**src/sv/kstc_pkg.sv**
```systemverilog
`default_nettype none
package kstc_pkg;

	localparam int RING_DEPTH = 1024;
	localparam int RING_AW    = (RING_DEPTH > 1) ? $clog2(RING_DEPTH) : 1;
	localparam int KEY_COUNT  = 128;
	localparam int KEY_W      = $clog2(KEY_COUNT);
	localparam int OUT_DEPTH  = 4;
	localparam int OQ_AW      = $clog2(OUT_DEPTH);
	localparam int OQ_CW      = $clog2(OUT_DEPTH + 2);
	localparam int OPQ_DEPTH  = 2;

	localparam logic [RING_AW-1:0] RING_LAST = RING_AW'(RING_DEPTH - 1);

	localparam logic [1:0] KIND_SCAN = 2'd0;
	localparam logic [1:0] KIND_READ = 2'd1;
	localparam logic [1:0] KIND_MAP  = 2'd2;

	localparam logic [KEY_W-1:0] KEY_SHIFT_A = KEY_W'(42);
	localparam logic [KEY_W-1:0] KEY_SHIFT_B = KEY_W'(54);
	localparam logic [KEY_W-1:0] KEY_CAPS    = KEY_W'(58);
	localparam logic [KEY_W-1:0] KEY_NUM     = KEY_W'(69);
	localparam logic [KEY_W-1:0] KEY_SCROLL  = KEY_W'(70);

	typedef struct packed {
		logic [1:0] kind;
		logic [7:0] scan_byte;
		logic [7:0] status_byte;
		logic [6:0] map_key;
		logic       map_shifted;
		logic [7:0] map_char;
	} in_item_t;

	typedef struct packed {
		logic       char_valid;
		logic [7:0] char_code;
		logic       fifo_empty;
		logic       char_dropped;
		logic       leds_changed;
		logic [2:0] led_bits;
	} out_item_t;

	typedef enum logic [1:0] {
		OP_NONE,
		OP_PRESS,
		OP_RELEASE,
		OP_READ
	} op_e;

	typedef struct packed {
		op_e              op;
		logic [KEY_W-1:0] key;
		logic [7:0]       plain_char;
		logic [7:0]       shift_char;
	} op_t;

	function automatic logic [RING_AW-1:0] ring_next(input logic [RING_AW-1:0] p);
		return (p == RING_LAST) ? '0 : RING_AW'(p + 1'b1);
	endfunction

endpackage
`default_nettype wire

```
**src/sv/kstc_opq.sv**
```systemverilog
`default_nettype none
module kstc_opq (
	input  wire logic           clk,
	input  wire logic           arst_n,
	input  wire logic           wr_en,
	input  wire kstc_pkg::op_t  wr_op,
	output logic                ready,
	output logic                valid,
	input  wire logic           rd_en,
	output kstc_pkg::op_t       rd_op
);

	localparam int AW = $clog2(kstc_pkg::OPQ_DEPTH);

	kstc_pkg::op_t  ent_q [kstc_pkg::OPQ_DEPTH];
	logic [AW-1:0]  wr_q;
	logic [AW-1:0]  rd_q;
	logic [AW:0]    cnt_q;
	logic           do_wr;
	logic           do_rd;

	assign ready = (cnt_q != (AW+1)'(kstc_pkg::OPQ_DEPTH));
	assign valid = (cnt_q != '0);
	assign do_wr = wr_en && ready;
	assign do_rd = rd_en && valid;
	assign rd_op = ent_q[rd_q];

	always_ff @(posedge clk) begin
		if (do_wr)
			ent_q[wr_q] <= wr_op;
	end

	always_ff @(posedge clk or negedge arst_n) begin
		if (!arst_n) begin
			wr_q  <= '0;
			rd_q  <= '0;
			cnt_q <= '0;
		end else begin
			if (do_wr)
				wr_q <= (wr_q == AW'(kstc_pkg::OPQ_DEPTH - 1)) ? '0 : AW'(wr_q + 1'b1);
			if (do_rd)
				rd_q <= (rd_q == AW'(kstc_pkg::OPQ_DEPTH - 1)) ? '0 : AW'(rd_q + 1'b1);
			if (do_wr && !do_rd)
				cnt_q <= (AW+1)'(cnt_q + 1'b1);
			else if (do_rd && !do_wr)
				cnt_q <= (AW+1)'(cnt_q - 1'b1);
		end
	end

endmodule
`default_nettype wire

```
**config.mk**
```make
export PLATFORM = sky130hd
export DESIGN_NAME = kstc_opq
export DESIGN_NICKNAME = d
export VERILOG_FILES = /design/src/sv/kstc_pkg.sv /design/src/sv/kstc_opq.sv
export SDC_FILE = /design/constraint.sdc
export NUM_CORES = 1
export LEC_CHECK = 0
export BUFFER_PORTS_ARGS = -buffer_cell sky130_fd_sc_hd__buf_2
export CAP_MARGIN = 30
export CORE_MARGIN = 8
export CORE_UTILIZATION = 50
export CTS_CLUSTER_DIAMETER = 120
export DETAILED_ROUTE_END_ITERATION = 8
export PLACE_DENSITY = 0.76
export REMOVE_ABC_BUFFERS = 1
export SLEW_MARGIN = 0
export SYNTH_ARGS = -nofsm -noshare
export SYNTH_HDL_FRONTEND = slang
export SYNTH_SLANG_ARGS = --single-unit
```
**constraint.sdc**
```tcl
create_clock -name clk -period 2.6 [get_ports clk]
set_clock_uncertainty 0.2 [all_clocks]
set_input_delay 0 -clock clk [delete_from_list [all_inputs] [get_ports clk]]
set_output_delay 0 -clock clk [all_outputs]
set_load 0.03 [all_outputs]
```
; ---- Yosys cells after proc, flatten, opt, wreduce, memory -nomap -nowiden
; Memory sizes are Yosys's and may differ from the RTL's.
; Index checks and enable logic that the tools add are counted.
[totals]
n_memories = 1
wordCells = 23
reg_bits = 4
ram_bits = 50
inputBits = 29
output_inout_bits = 27
[memory_table]
columns = memory, depth, width, rd, rd_ports_with_merged_regs, wr, line_no
row1 = ent_q, 2, 25, 1, 0, 1, kstc_opq.sv:15  ; kstc_pkg::op_t ent_q [kstc_pkg::OPQ_DEPTH];
[op_classes]
n_eq_ne = 1
n_reduce_logical = 8
n_addsub = 4
n_mux = 6
[ops]
columns = operator, count
row1 = 1-bit logical AND, 4
row2 = 1-bit 2-to-1 mux, 4
row3 = 2-bit 2-to-1 mux, 2
row4 = 2-bit nonzero test, 2
row5 = 1-bit adder (second input constant), 2
row6 = 2-bit by 1-bit adder with 2-bit output (second input constant), 1
row7 = 1-bit zero test, 2
row8 = 2-bit inequality test (second input constant), 1
row9 = 2-bit by 1-bit subtractor with 2-bit output (second input constant), 1

; ---- Longest topological paths before layout
[depth]
depth_word = 6
mapped_depth = 7
mapped_depth_nobuf = 7

; ---- Worst setup path after synthesis
; OpenSTA, ideal clock, no wires.
[synth_path]
kind = reg2reg
from = register cnt_q[0]
to = memory ent_q[0][0] (netlist bit) (enable)
stages_incl_launch_ff = 4
required_time_ps = 1993
arrival_ps = 1957
synth_period_minus_slack_ps = 2564
path_buffers = 0
slack_ps = 36
setup_ps = 407
path_cell_list = dfrtp_1 > nand2b_1 > nand2_1 > nor2_1
[synth_via]
elab_chain_cells = 4
[synth_lines]
columns = item, line_no
row1 = "start, declared", kstc_opq.sv:18  ; logic [AW:0] cnt_q;
row2 = "start signal, assigned", kstc_opq.sv:44  ; cnt_q <= (AW+1)'(cnt_q + 1'b1);
row3 = "start signal, assigned", kstc_opq.sv:46  ; cnt_q <= (AW+1)'(cnt_q - 1'b1);
row4 = 2-bit inequality test, kstc_opq.sv:22  ; assign ready = (cnt_q != (AW+1)'(kstc_pkg::OPQ_DEPTH));
row5 = net ready, kstc_opq.sv:7  ; output logic ready,
row6 = 1-bit logical AND, kstc_opq.sv:24  ; assign do_wr = wr_en && ready;
row7 = 1-bit 2-to-1 mux, kstc_opq.sv:29  ; if (do_wr)
row8 = 1-bit 2-to-1 mux (implied by the code), kstc_opq.sv:30  ; ent_q[wr_q] <= wr_op;
row9 = "end, declared", kstc_opq.sv:15
; The timed path passes the listed nets, and every way through them passes these cells.

==> impl_metrics.ini <==
[sta]
timing.fmax_mhz = 543
hold_viol = 0
min_period_ns = 1.84
final-max-slew-violation-count = 0
post-route-period-util_pct = 70.8
worst_pin_slew_ns = 0.428
slew_headroom_pct = 71.5
tns_ns = 0
finalSetupViolCount = 0
rsz0062_at_grt = no

[grt]
grt_pass1_vias = 1265
grt_pass1_wl_um = 5700
grt_max_degree = 26
overflow = 0
antenna_found_initial = 0
grt_usage_pct = 11.4

[detailed_routing]
dr.pass1.iters = 4
drtAntennaViolNets = 0
wl_per_cell_um = 15.3
vias_per_cell = 4.76
num_vias = 1142
post-route-drc-count = 0
finalWirelength_um = 3660
drtIter0Drc = 62

[finish]
syn_to_final_growth_pct = 34.6
instances_no_fill = 240
num_antenna_cells = 0
post-route-util_pct = 70.1
final_nets = 219
post_route_cells_drive_above_1_share_pct = 49.5

[placement]
port_buffers = 55
dp.cells = 203
gp_congestion = 0.684
dp_hpwl_um = 2570

[yosys]
synth.area.top_cells = edfxtp_1 (72%), mux2_4 (14%), dfrtp_1 (4.8%)
ys_async_sr_fraction_pct = 7.41
ys.flop_type = edfxtp_1
seq_area_frac_synth_pct = 76.3
synth_top_area_cell = edfxtp_1
syn-instance-count = 96
synth-seq-cells = 54
synth_edf_count = 50
yosysMostFrequentCell = edfxtp_1
ys_warn_count = 0
yosys-top-cells-count = edfxtp_1 (50), mux2_4 (19), mux2_2 (6)
netlist.area_leader.share_pct = 71.5
synthesis.area_um2 = 2100
synth_cell_types = 15
syn_avg_cell_area_um2 = 21.9

[die]
die_x_um = 80.8
core-area_um2 = 4030
rows = 23
dieArea_um2 = 6530
top_level_ports = 56
start_util_pct = 52.1
die_y_um = 80.8

[setup_path]
arrival_ns = 1.64
critPathMaxFanout = 25
crit_path_max_incr_delay_ns = 0.40
r2r_start = cnt_q[0]
startpoint_type = flip-flop
criticalPathCategory = reg2out
crit_slowest_cell = buf_4
cp-end-kind = output port
required_ns = 2.40
reg2reg_depth = 7
r2r-end = cnt_q[1]
reg2reg_setup_slack_ns = 0.82
crit_chain = buf_4, mux2_2, buf_2

[hold_path]
hold_path_startpoint = wr_op[3]
min_path_type = in2reg
hold_depth = 2
holdPathEnd = ent_q[0][3]

[cts]
cts_tree = built
htree_levels = 2
cts_resized = 0
clock-root-buffer = clkbuf_8
clkLatencyLatePin_ns = 0.30
clkTransAtPathRegs_ns = 0.09
clockBufferDepth = 2
cts.sinks = 54
cts_made_buffers = 5

[pwr]
vdd_drop_max_v = 0.000708
p_leak_nw = 1.16
power_density_nw_per_um2 = 1100

[flow_run]
maxCapViolCount = 0

[status]
status = finished, final reports clean
==> cell families after synthesis <==
kind of cell  share of synthesized area, %
mux                                   16.8
buf+inv                               2.62
flops                                 76.3
simple gates                          1.61
xor+xnor                              2.09
fa+ha+maj                            0.596
==> final cells by class <==
cell class,instances,area (µm²)
clock buffers,5,68.8
inverters,1,3.75
fillers,293,1200
repair buffers,89,603
multi-input cells,38,445
flip-flops and latches,54,1600
clock inverters,3,40.0
well taps,50,62.6
==> cell usage in the layout (no fill, tap or decap), drive strengths merged <==
cell / synthesis / final
clkbuf: 0 / 5
xor2: 2 / 2
nand2b: 1 / 1
dfrtp: 4 / 4
edfxtp: 50 / 50
buf: 3 / 60
and3: 1 / 1
dlygate4sd3: 0 / 29
clkinv: 0 / 2
ha: 1 / 1
mux2: 25 / 25
xnor2: 3 / 3
nand2: 2 / 2
or2: 1 / 1
inv: 1 / 1
bufinv: 0 / 1
nor2: 2 / 2
==> metrics by stage <==
| stage | setup WS (ns) | area [µm²] | power [mW] | hold slack (ns) |
|---|---|---|---|---|
| 2_1_floorplan | 0.0365 | 2050 | 2.23 | -0.496 |
| 3_3_place_gp | 1.00 | 2430 | 2.54 | -0.395 |
| 3_5_place_dp | 0.881 | 2430 | 2.58 | -0.388 |
| 4_1_cts | 0.714 | 2830 | 3.15 | 0.209 |
| 5_1_grt | 0.690 | 2830 | 3.25 | 0.210 |
| 6_report | 0.759 | 2830 | 3.10 | 0.213 |
==> critical path: cells and delay by family, from the launching register on <==
family	cells	cell delay (ns)
buf+inv	2	0.58
mux	1	0.39
flops	1	0.37
==> sequential cells by signal (all words and copies together) (netlist names) <==
register  count
ent_q        50
cnt_q         2
wr_q          1
rd_q          1
==> worst max-delay path by stage <==
| stage | start | to | slack, ns | cells after the start |
|---|---|---|---|---|
| 6_report | rd_q | rd_op[11] | 0.76 | 3 |
| 5_1_grt | rd_q | rd_op[11] | 0.69 | 3 |
| 4_1_cts | rd_q | rd_op[11] | 0.71 | 3 |
| 3_5_place_dp | cnt_q[0] | cnt_q[1] | 0.88 | 7 |
| 3_3_place_gp | cnt_q[0] | cnt_q[1] | 1.00 | 6 |
| 2_1_floorplan | cnt_q[0] | ent_q[0][0] | 0.04 | 3 |
==> metal layers <==
| metal | GRT usage, % | part of all wire [%] |
|---|---|---|
| met1 | 11.6 | 40 |
| met2 | 21.1 | 51 |
| met3 | 3.86 | 7.2 |
| met4 | 4.29 | 1.4 |
| met5 | 0 | 0 |
==> power breakdown <==
part | switching, mW | internal [mW]
Clock | 0.250 | 0.283
Sequential | 0.0718 | 1.19
Combinational | 0.773 | 0.529
==> repair_timing <==
item                                   CTS  global route
buffers inserted                         0             0
hold buffers                            29             0
endpoints found under the hold margin   57             0
(Power assumes the default switching activity.)
