`src/sv/kstc_pkg.sv`:
```
`default_nettype none
package kstc_pkg;

	localparam int RING_DEPTH = 1024;
	localparam int RING_AW    = (RING_DEPTH > 1) ? $clog2(RING_DEPTH) : 1;
	localparam int KEY_COUNT  = 128;
	localparam int KEY_W      = $clog2(KEY_COUNT);
	localparam int OUT_DEPTH  = 4;
	localparam int OQ_AW      = $clog2(OUT_DEPTH);
	localparam int OQ_CW      = $clog2(OUT_DEPTH + 2);
	localparam int OPQ_DEPTH  = 2;

	localparam logic [RING_AW-1:0] RING_LAST = RING_AW'(RING_DEPTH - 1);

	localparam logic [1:0] KIND_SCAN = 2'd0;
	localparam logic [1:0] KIND_READ = 2'd1;
	localparam logic [1:0] KIND_MAP  = 2'd2;

	localparam logic [KEY_W-1:0] KEY_SHIFT_A = KEY_W'(42);
	localparam logic [KEY_W-1:0] KEY_SHIFT_B = KEY_W'(54);
	localparam logic [KEY_W-1:0] KEY_CAPS    = KEY_W'(58);
	localparam logic [KEY_W-1:0] KEY_NUM     = KEY_W'(69);
	localparam logic [KEY_W-1:0] KEY_SCROLL  = KEY_W'(70);

	typedef struct packed {
		logic [1:0] kind;
		logic [7:0] scan_byte;
		logic [7:0] status_byte;
		logic [6:0] map_key;
		logic       map_shifted;
		logic [7:0] map_char;
	} in_item_t;

	typedef struct packed {
		logic       char_valid;
		logic [7:0] char_code;
		logic       fifo_empty;
		logic       char_dropped;
		logic       leds_changed;
		logic [2:0] led_bits;
	} out_item_t;

	typedef enum logic [1:0] {
		OP_NONE,
		OP_PRESS,
		OP_RELEASE,
		OP_READ
	} op_e;

	typedef struct packed {
		op_e              op;
		logic [KEY_W-1:0] key;
		logic [7:0]       plain_char;
		logic [7:0]       shift_char;
	} op_t;

	function automatic logic [RING_AW-1:0] ring_next(input logic [RING_AW-1:0] p);
		return (p == RING_LAST) ? '0 : RING_AW'(p + 1'b1);
	endfunction

endpackage
`default_nettype wire

```
`src/sv/kstc_front.sv`:
```
`default_nettype none
module kstc_front (
	input  wire logic                clk,
	input  wire logic                arst_n,
	input  wire logic                push,
	output logic                     full,
	input  wire kstc_pkg::in_item_t  item,
	input  wire logic                q_ready,
	output logic                     q_push,
	output kstc_pkg::op_t            q_op
);

	logic [7:0] plain_mem [kstc_pkg::KEY_COUNT];
	logic [7:0] shift_mem [kstc_pkg::KEY_COUNT];
	logic [kstc_pkg::KEY_COUNT-1:0] plain_vld_q;
	logic [kstc_pkg::KEY_COUNT-1:0] shift_vld_q;

	logic                       s1_valid_q;
	kstc_pkg::op_e              op_s1;
	logic [kstc_pkg::KEY_W-1:0] key_s1;
	logic [7:0]                 plain_rd_s1;
	logic [7:0]                 shift_rd_s1;
	logic                       plain_ok_s1;
	logic                       shift_ok_s1;

	logic                       advance;
	logic                       accept;
	logic                       map_wr;
	kstc_pkg::op_e              op_dec;
	logic [kstc_pkg::KEY_W-1:0] key_dec;

	assign advance = !s1_valid_q || q_ready;
	assign full    = !advance;
	assign accept  = push && advance;
	assign map_wr  = accept && (item.kind == kstc_pkg::KIND_MAP);
	assign key_dec = item.scan_byte[kstc_pkg::KEY_W-1:0];

	always_comb begin
		case (item.kind)
			kstc_pkg::KIND_SCAN: begin
				if (item.status_byte == 8'd0)
					op_dec = kstc_pkg::OP_NONE;
				else if (item.scan_byte[7])
					op_dec = kstc_pkg::OP_RELEASE;
				else
					op_dec = kstc_pkg::OP_PRESS;
			end
			kstc_pkg::KIND_READ: op_dec = kstc_pkg::OP_READ;
			default:             op_dec = kstc_pkg::OP_NONE;
		endcase
	end

	// keymaps: written and looked up in item order
	always_ff @(posedge clk) begin
		if (map_wr && item.map_shifted)
			shift_mem[item.map_key] <= item.map_char;
		if (map_wr && !item.map_shifted)
			plain_mem[item.map_key] <= item.map_char;
		if (accept) begin
			plain_rd_s1 <= plain_mem[key_dec];
			shift_rd_s1 <= shift_mem[key_dec];
			plain_ok_s1 <= plain_vld_q[key_dec];
			shift_ok_s1 <= shift_vld_q[key_dec];
			op_s1       <= op_dec;
			key_s1      <= key_dec;
		end
	end

	always_ff @(posedge clk or negedge arst_n) begin
		if (!arst_n) begin
			plain_vld_q <= '0;
			shift_vld_q <= '0;
			s1_valid_q  <= 1'b0;
		end else begin
			if (map_wr && item.map_shifted)
				shift_vld_q[item.map_key] <= 1'b1;
			if (map_wr && !item.map_shifted)
				plain_vld_q[item.map_key] <= 1'b1;
			if (advance)
				s1_valid_q <= push;
		end
	end

	assign q_push          = s1_valid_q && q_ready;
	assign q_op.op         = op_s1;
	assign q_op.key        = key_s1;
	assign q_op.plain_char = plain_ok_s1 ? plain_rd_s1 : 8'd0;
	assign q_op.shift_char = shift_ok_s1 ? shift_rd_s1 : 8'd0;

endmodule
`default_nettype wire

```
`config.mk`:
```
export PLATFORM = sky130hd
export DESIGN_NAME = kstc_front
export DESIGN_NICKNAME = d
export VERILOG_FILES = /design/src/sv/kstc_pkg.sv /design/src/sv/kstc_front.sv
export SDC_FILE = /design/constraint.sdc
export NUM_CORES = 2
export LEC_CHECK = 0
export ABC_AREA = 1
export BUFFER_PORTS_ARGS = -buffer_cell sky130_fd_sc_hd__buf_4
export CAP_MARGIN = 20
export CORE_ASPECT_RATIO = 0.5
export CORE_UTILIZATION = 50
export DETAILED_ROUTE_END_ITERATION = 7
export GPL_TIMING_DRIVEN = 0
export PLACE_DENSITY = 0.62
export SKIP_LAST_GASP = 1
export SLEW_MARGIN = 20
export SYNTH_ARGS = -nofsm -noshare
export SYNTH_HDL_FRONTEND = slang
export SYNTH_SLANG_ARGS = --single-unit
```
`constraint.sdc`:
```
create_clock -name clk -period 5.25 [get_ports clk]
set_input_delay 0.525 -clock clk [delete_from_list [all_inputs] [get_ports clk]]
set_output_delay 0.525 -clock clk [all_outputs]
set_load 0.05 [all_outputs]
```
# After elaboration in Yosys (flattened, before gate mapping)
# Memories as Yosys holds them, arrays and structs flattened. A register that Yosys moved wholly into a read port is not among the register bits.
# Index checks and enable logic that the tools add are counted.
# classes
order_cmp,3
eq_ne,2
mux,15
bitwise,2
reduce_logical,12
# op_table
cell,n
OR 128 bit,2
"< comparator 7 x 8 -> 1 bit, second input constant",2
2-to-1 mux 8 bit,2
binary-select mux 1 bit (select 7 bit),2
zero test 8 bit,1
demux 1 bit (select 7 bit),1
">= comparator 7 x 1 -> 1 bit, second input constant",1
2-to-1 mux 1 bit,7
logical AND 1 bit,6
2-to-1 mux 2 bit,2
one-hot mux 2 bit (2 select lines),1
zero test 1 bit,3
"== test 2 x 1 -> 1 bit, second input constant",1
"== test 2 bit, second input constant",1
zero test 2 bit,1
logical OR 1 bit,1
# word_totals
ff_bits,268
ram_bits,2048
output_inout_bits,27
elab_cells,43
n_memories,2
# memory_table
memory,depth,width,read_ports,rd_ports_with_merged_regs,wr,line_no,text
plain_mem,128,8,1,1,1,kstc_front.sv:13,logic [7:0] plain_mem [kstc_pkg::KEY_COUNT];
shift_mem,128,8,1,1,1,kstc_front.sv:14,logic [7:0] shift_mem [kstc_pkg::KEY_COUNT];

# Depth between registers and ports, before layout
# logic_depth
word_depth,7
ltp_mapped,13
ltp_nobuf,9

# Worst setup path after synthesis
# No wires, ideal clock.
# synth_path
path_kind,input-to-reg
startpoint,in q_ready
endpoint,"reg key_s1[0] in the netlist's numbering, enable pin"
t_arrival_ps,2057
required_ps,4839
slack_ps,2782
cell_stages,4
n_path_buf,0
path_cell_list,inv_1 nand2_1 inv_1 nor2_1
# synth_between
elab_chain_cells,2
# synth_lines
item,line_no,text
"start, declared",kstc_front.sv:8,"input wire logic q_ready,"
logical OR 1 bit,kstc_front.sv:32,assign advance = !s1_valid_q || q_ready;
logical AND 1 bit,kstc_front.sv:34,assign accept = push && advance;
"end signal, assigned",kstc_front.sv:65,key_s1 <= key_dec;
"end, declared",kstc_front.sv:20,logic [kstc_pkg::KEY_W-1:0] key_s1;
# Every way passes these cells.
# A chain may end at the register's enable or synchronous reset.

==> reports/results.ini <==
[yosys]
ys_async_sr_fraction_pct = 11.0
synth_edf_count = 2075
syn-num-nets = 8238
ys_ff_latch = 2332
synth_area_um2 = 94800
synth_top_flop_cell = edfxtp_1
syn_avg_cell_area_um2 = 11.6
yosysUniqueCellTypes = 25
postSynthCellCount = 8200
yosysSeqAreaShare_pct = 72.5
ys_warn_count = 0

[finish]
nets = 8644
syn_to_final_growth_pct = 13.7
design_area_um2 = 108000
drive_above_1_share_pct = 12.1

[clock_tree]
cts_tree = yes
cts_resized = 0
cts.sink_count = 2332
cts.reportedPaths.clkPinSlew_ps = 70
cts.path.max_buffers = 4
cts_inserted_buffers = 208
h-tree-depth = 4
clock_latency_ps = 910
root_buffer = clkbuf_16

[floorplanning]
fp.dieArea_um2 = 191000
dieHeight_um = 310
initial_core_util_pct = 50.6
core_um2 = 187000
ios = 65
rows = 112
fp.dieW_um = 618

[worst_hold_path]
hp-start = item[31]
hold_path_end = op_s1[1]
hold_depth = 3
hp-class = input port to register

[route]
met1_length_mm = 166
first_iter_violations = 14800
wl_met3_mm = 89.5
wl_met2_mm = 165
num_vias = 74400
wl_per_cell_um = 38.9
highest_layer = met5
vias_per_cell = 6.58
drt-pass1-iter-count = 8
drc_errors = 0
ant_nets = 0
wl_mm = 440

[critical_path]
critPathRequiredTime_ps = 5860
slowest_delay_ps = 960
crit_path_start_kind = input port
reg2reg_slack_ps = 1780
r2r-end = plain_mem[95][2]
cp_common_cell = nand3_1
cp.buffers_inverters = 7
r2r_cells = 8
path_max_fanout = 10
worstPathArrival_ps = 5270
cp_top_family = buffers and inverters
slowest_stage = clkbuf_1
r2r_start = s1_valid_q
criticalPathCategory = input port to register
crit_path_end_kind = register
crit_chain = dlygate4sd3_1, buf_4, buf_2, inv_2, clkbuf_2, buf_16, clkbuf_1, nand3_1, nand3_1, nand3_1, nand3_1, nand2_1

[sta]
finalSetupViolations = 0
fmax_mhz = 215
clock-skew-final_ps = 34.0
period_minus_slack_ps = 4650
hold_viol_final = 0
fin_crit_sh_pct = 88.6
slew_headroom_pct = 7.24
drv_slew = 0
worst_pin_slew_ps = 1390
rsz0062_at_grt = no
tns_ps = 0

[placed_design]
place_hpwl_mm = 317
gp_congestion = 1.09
placed_cell_area_um2 = 101000
io_buffers = 64

[pwr]
powerDensity_nw_per_um2 = 366
internal_power_w = 0.0294
comb_power_share_pct = 8.7
p_seq_share_pct = 51.4
power.total_w = 0.0395
p_sw_share_pct = 25.6
peakVddDrop_mv = 0.307
power.leakage_nw = 39.6
power_switching_w = 0.0101
p_clk_share_pct = 39.9

[global_route]
track_usage_pct = 45.3
grt_max_degree = 121
grt_pass1_wl_mm = 571
grt_remaining_overflow = 0
grt_pass1_vias = 64300
antenna_found_initial = 51

[run]
max_cap_violations = 0

[outcome]
status = finished, final reports clean

[logic make-up (layout without fill, tap and decap cells)]
| logic type | count (synthesis) | count (layout) | synth area share [%] |
|---|---|---|---|
| AO/OA/AOI/OAI | 14 | 14 | 0.0766 |
| buffers and inverters | 580 | 1154 | 2.67 |
| AND/OR/NAND/NOR | 5274 | 5274 | 24.7 |
| other | 0 | 22 | 0 |
| flip-flops | 2332 | 2332 | 72.5 |
[routing by layer]
layer | track usage, % | vias up
met2 | 57.7 | 6876
met4 | 15.8 | 36
met1 | 62.2 | 36900
met3 | 27.7 | 1016
li1 | - | 29600
met5 | 2.62 | -
[tightest hold or removal path: cells and delay by family]
family	cells	cell delay, ps
AOI/OAI and AO/OA	1	150
buffers and inverters	1	80
and+or+nand+nor	1	50
[placed cells by master (no fill, tap or decap), types with 3 or more instances in the layout]
cell type,n
nand2_1,2463
nand3_1,2264
edfxtp_1,2075
buf_2,266
dfrtp_1,257
or2_1,222
clkbuf_16,211
clkbuf_1,209
nor2_2,191
nor2_1,73
buf_4,66
buf_8,61
buf_1,59
clkbuf_2,49
clkinv_2,48
buf_6,35
inv_1,30
or2_2,30
clkinv_1,29
buf_16,24
diode_2,22
clkbuf_8,18
bufinv_16,17
dlygate4sd3_1,14
nand2_2,10
o21ai_0,9
nor2_4,9
nor3_4,8
inv_2,6
a21oi_1,4
clkinvlp_4,4
inv_6,3
[per-stage QoR]
step,hold WS (ps),setup slack [ps],cells,util [%]
finish,50.7,599,11300,57.5
global route,71.6,860,11300,57.5
CTS,27.4,1050,11300,57.5
detailed placement,446,688,10900,53.8
global placement,438,-291,10800,52.5
floorplan,229,2780,8200,-
[worst max path at each step]
stage | cells after the start | end | slack [ps] | start
4_1_cts | 12 | plain_rd_s1[7] | 1050 | item[27]
3_3_place_gp | 9 | shift_mem[88][0] | -290 | q_ready
6_report | 12 | plain_rd_s1[7] | 600 | item[27]
2_1_floorplan | 4 | key_s1[0] | 2780 | q_ready
3_5_place_dp | 11 | plain_rd_s1[7] | 690 | item[27]
5_1_grt | 12 | shift_ok_s1 | 860 | item[27]
[sequential cells by signal, indices dropped and copies added (netlist names)]
register,count
plain_mem,1024
shift_mem,1024
plain_vld_q,128
shift_vld_q,128
plain_rd_s1,8
shift_rd_s1,8
key_s1,7
op_s1,2
plain_ok_s1,1
s1_valid_q,1
shift_ok_s1,1
[repair_timing]
action	CTS	global route
setup endpoints to repair	0	0
endpoints found under the hold margin	100	0
hold buffers	14	0
buffers inserted	0	0
[power by group through the flow]
stage          clock, W  combinational (W)  sequential (W)
4_1_cts          0.0155            0.00317          0.0203
3_3_place_gp          0            0.00305          0.0207
5_1_grt          0.0162            0.00341          0.0203
6_report         0.0157            0.00344          0.0203
3_5_place_dp          0            0.00316          0.0207
2_1_floorplan         0            0.00127          0.0207
[synthesized netlist by cell type (2+ instances only)]
cell,n,share of area (%)
clkbuf_1,210,0.83
nor2_2,20,0.13
nor4_1,3,0.020
dfrtp_1,257,6.8
nand2_1,2463,9.8
buf_1,64,0.25
buf_4,4,0.032
nor2_1,253,1.0
nand2_2,10,0.066
nand3_1,2264,12
buf_2,261,1.4
edfxtp_1,2075,66
o21ai_0,9,0.048
or2_1,222,1.5
inv_4,2,0.013
clkinv_1,2,0.0079
a21oi_1,4,0.021
or2_2,30,0.20
inv_1,30,0.12
nor3_4,7,0.12
inv_2,6,0.024
[cell type report]
class / count / area, µm²
fill: 15500 / 79600
sequential: 2332 / 68700
multi-input combinational: 5288 / 24000
clock buffer: 277 / 5710
tap: 2508 / 3140
timing repair buffer: 196 / 2580
buffer: 540 / 2440
clock inverter: 101 / 941
inverter: 40 / 155
antenna: 22 / 55.1
(Power assumes the default switching activity.)
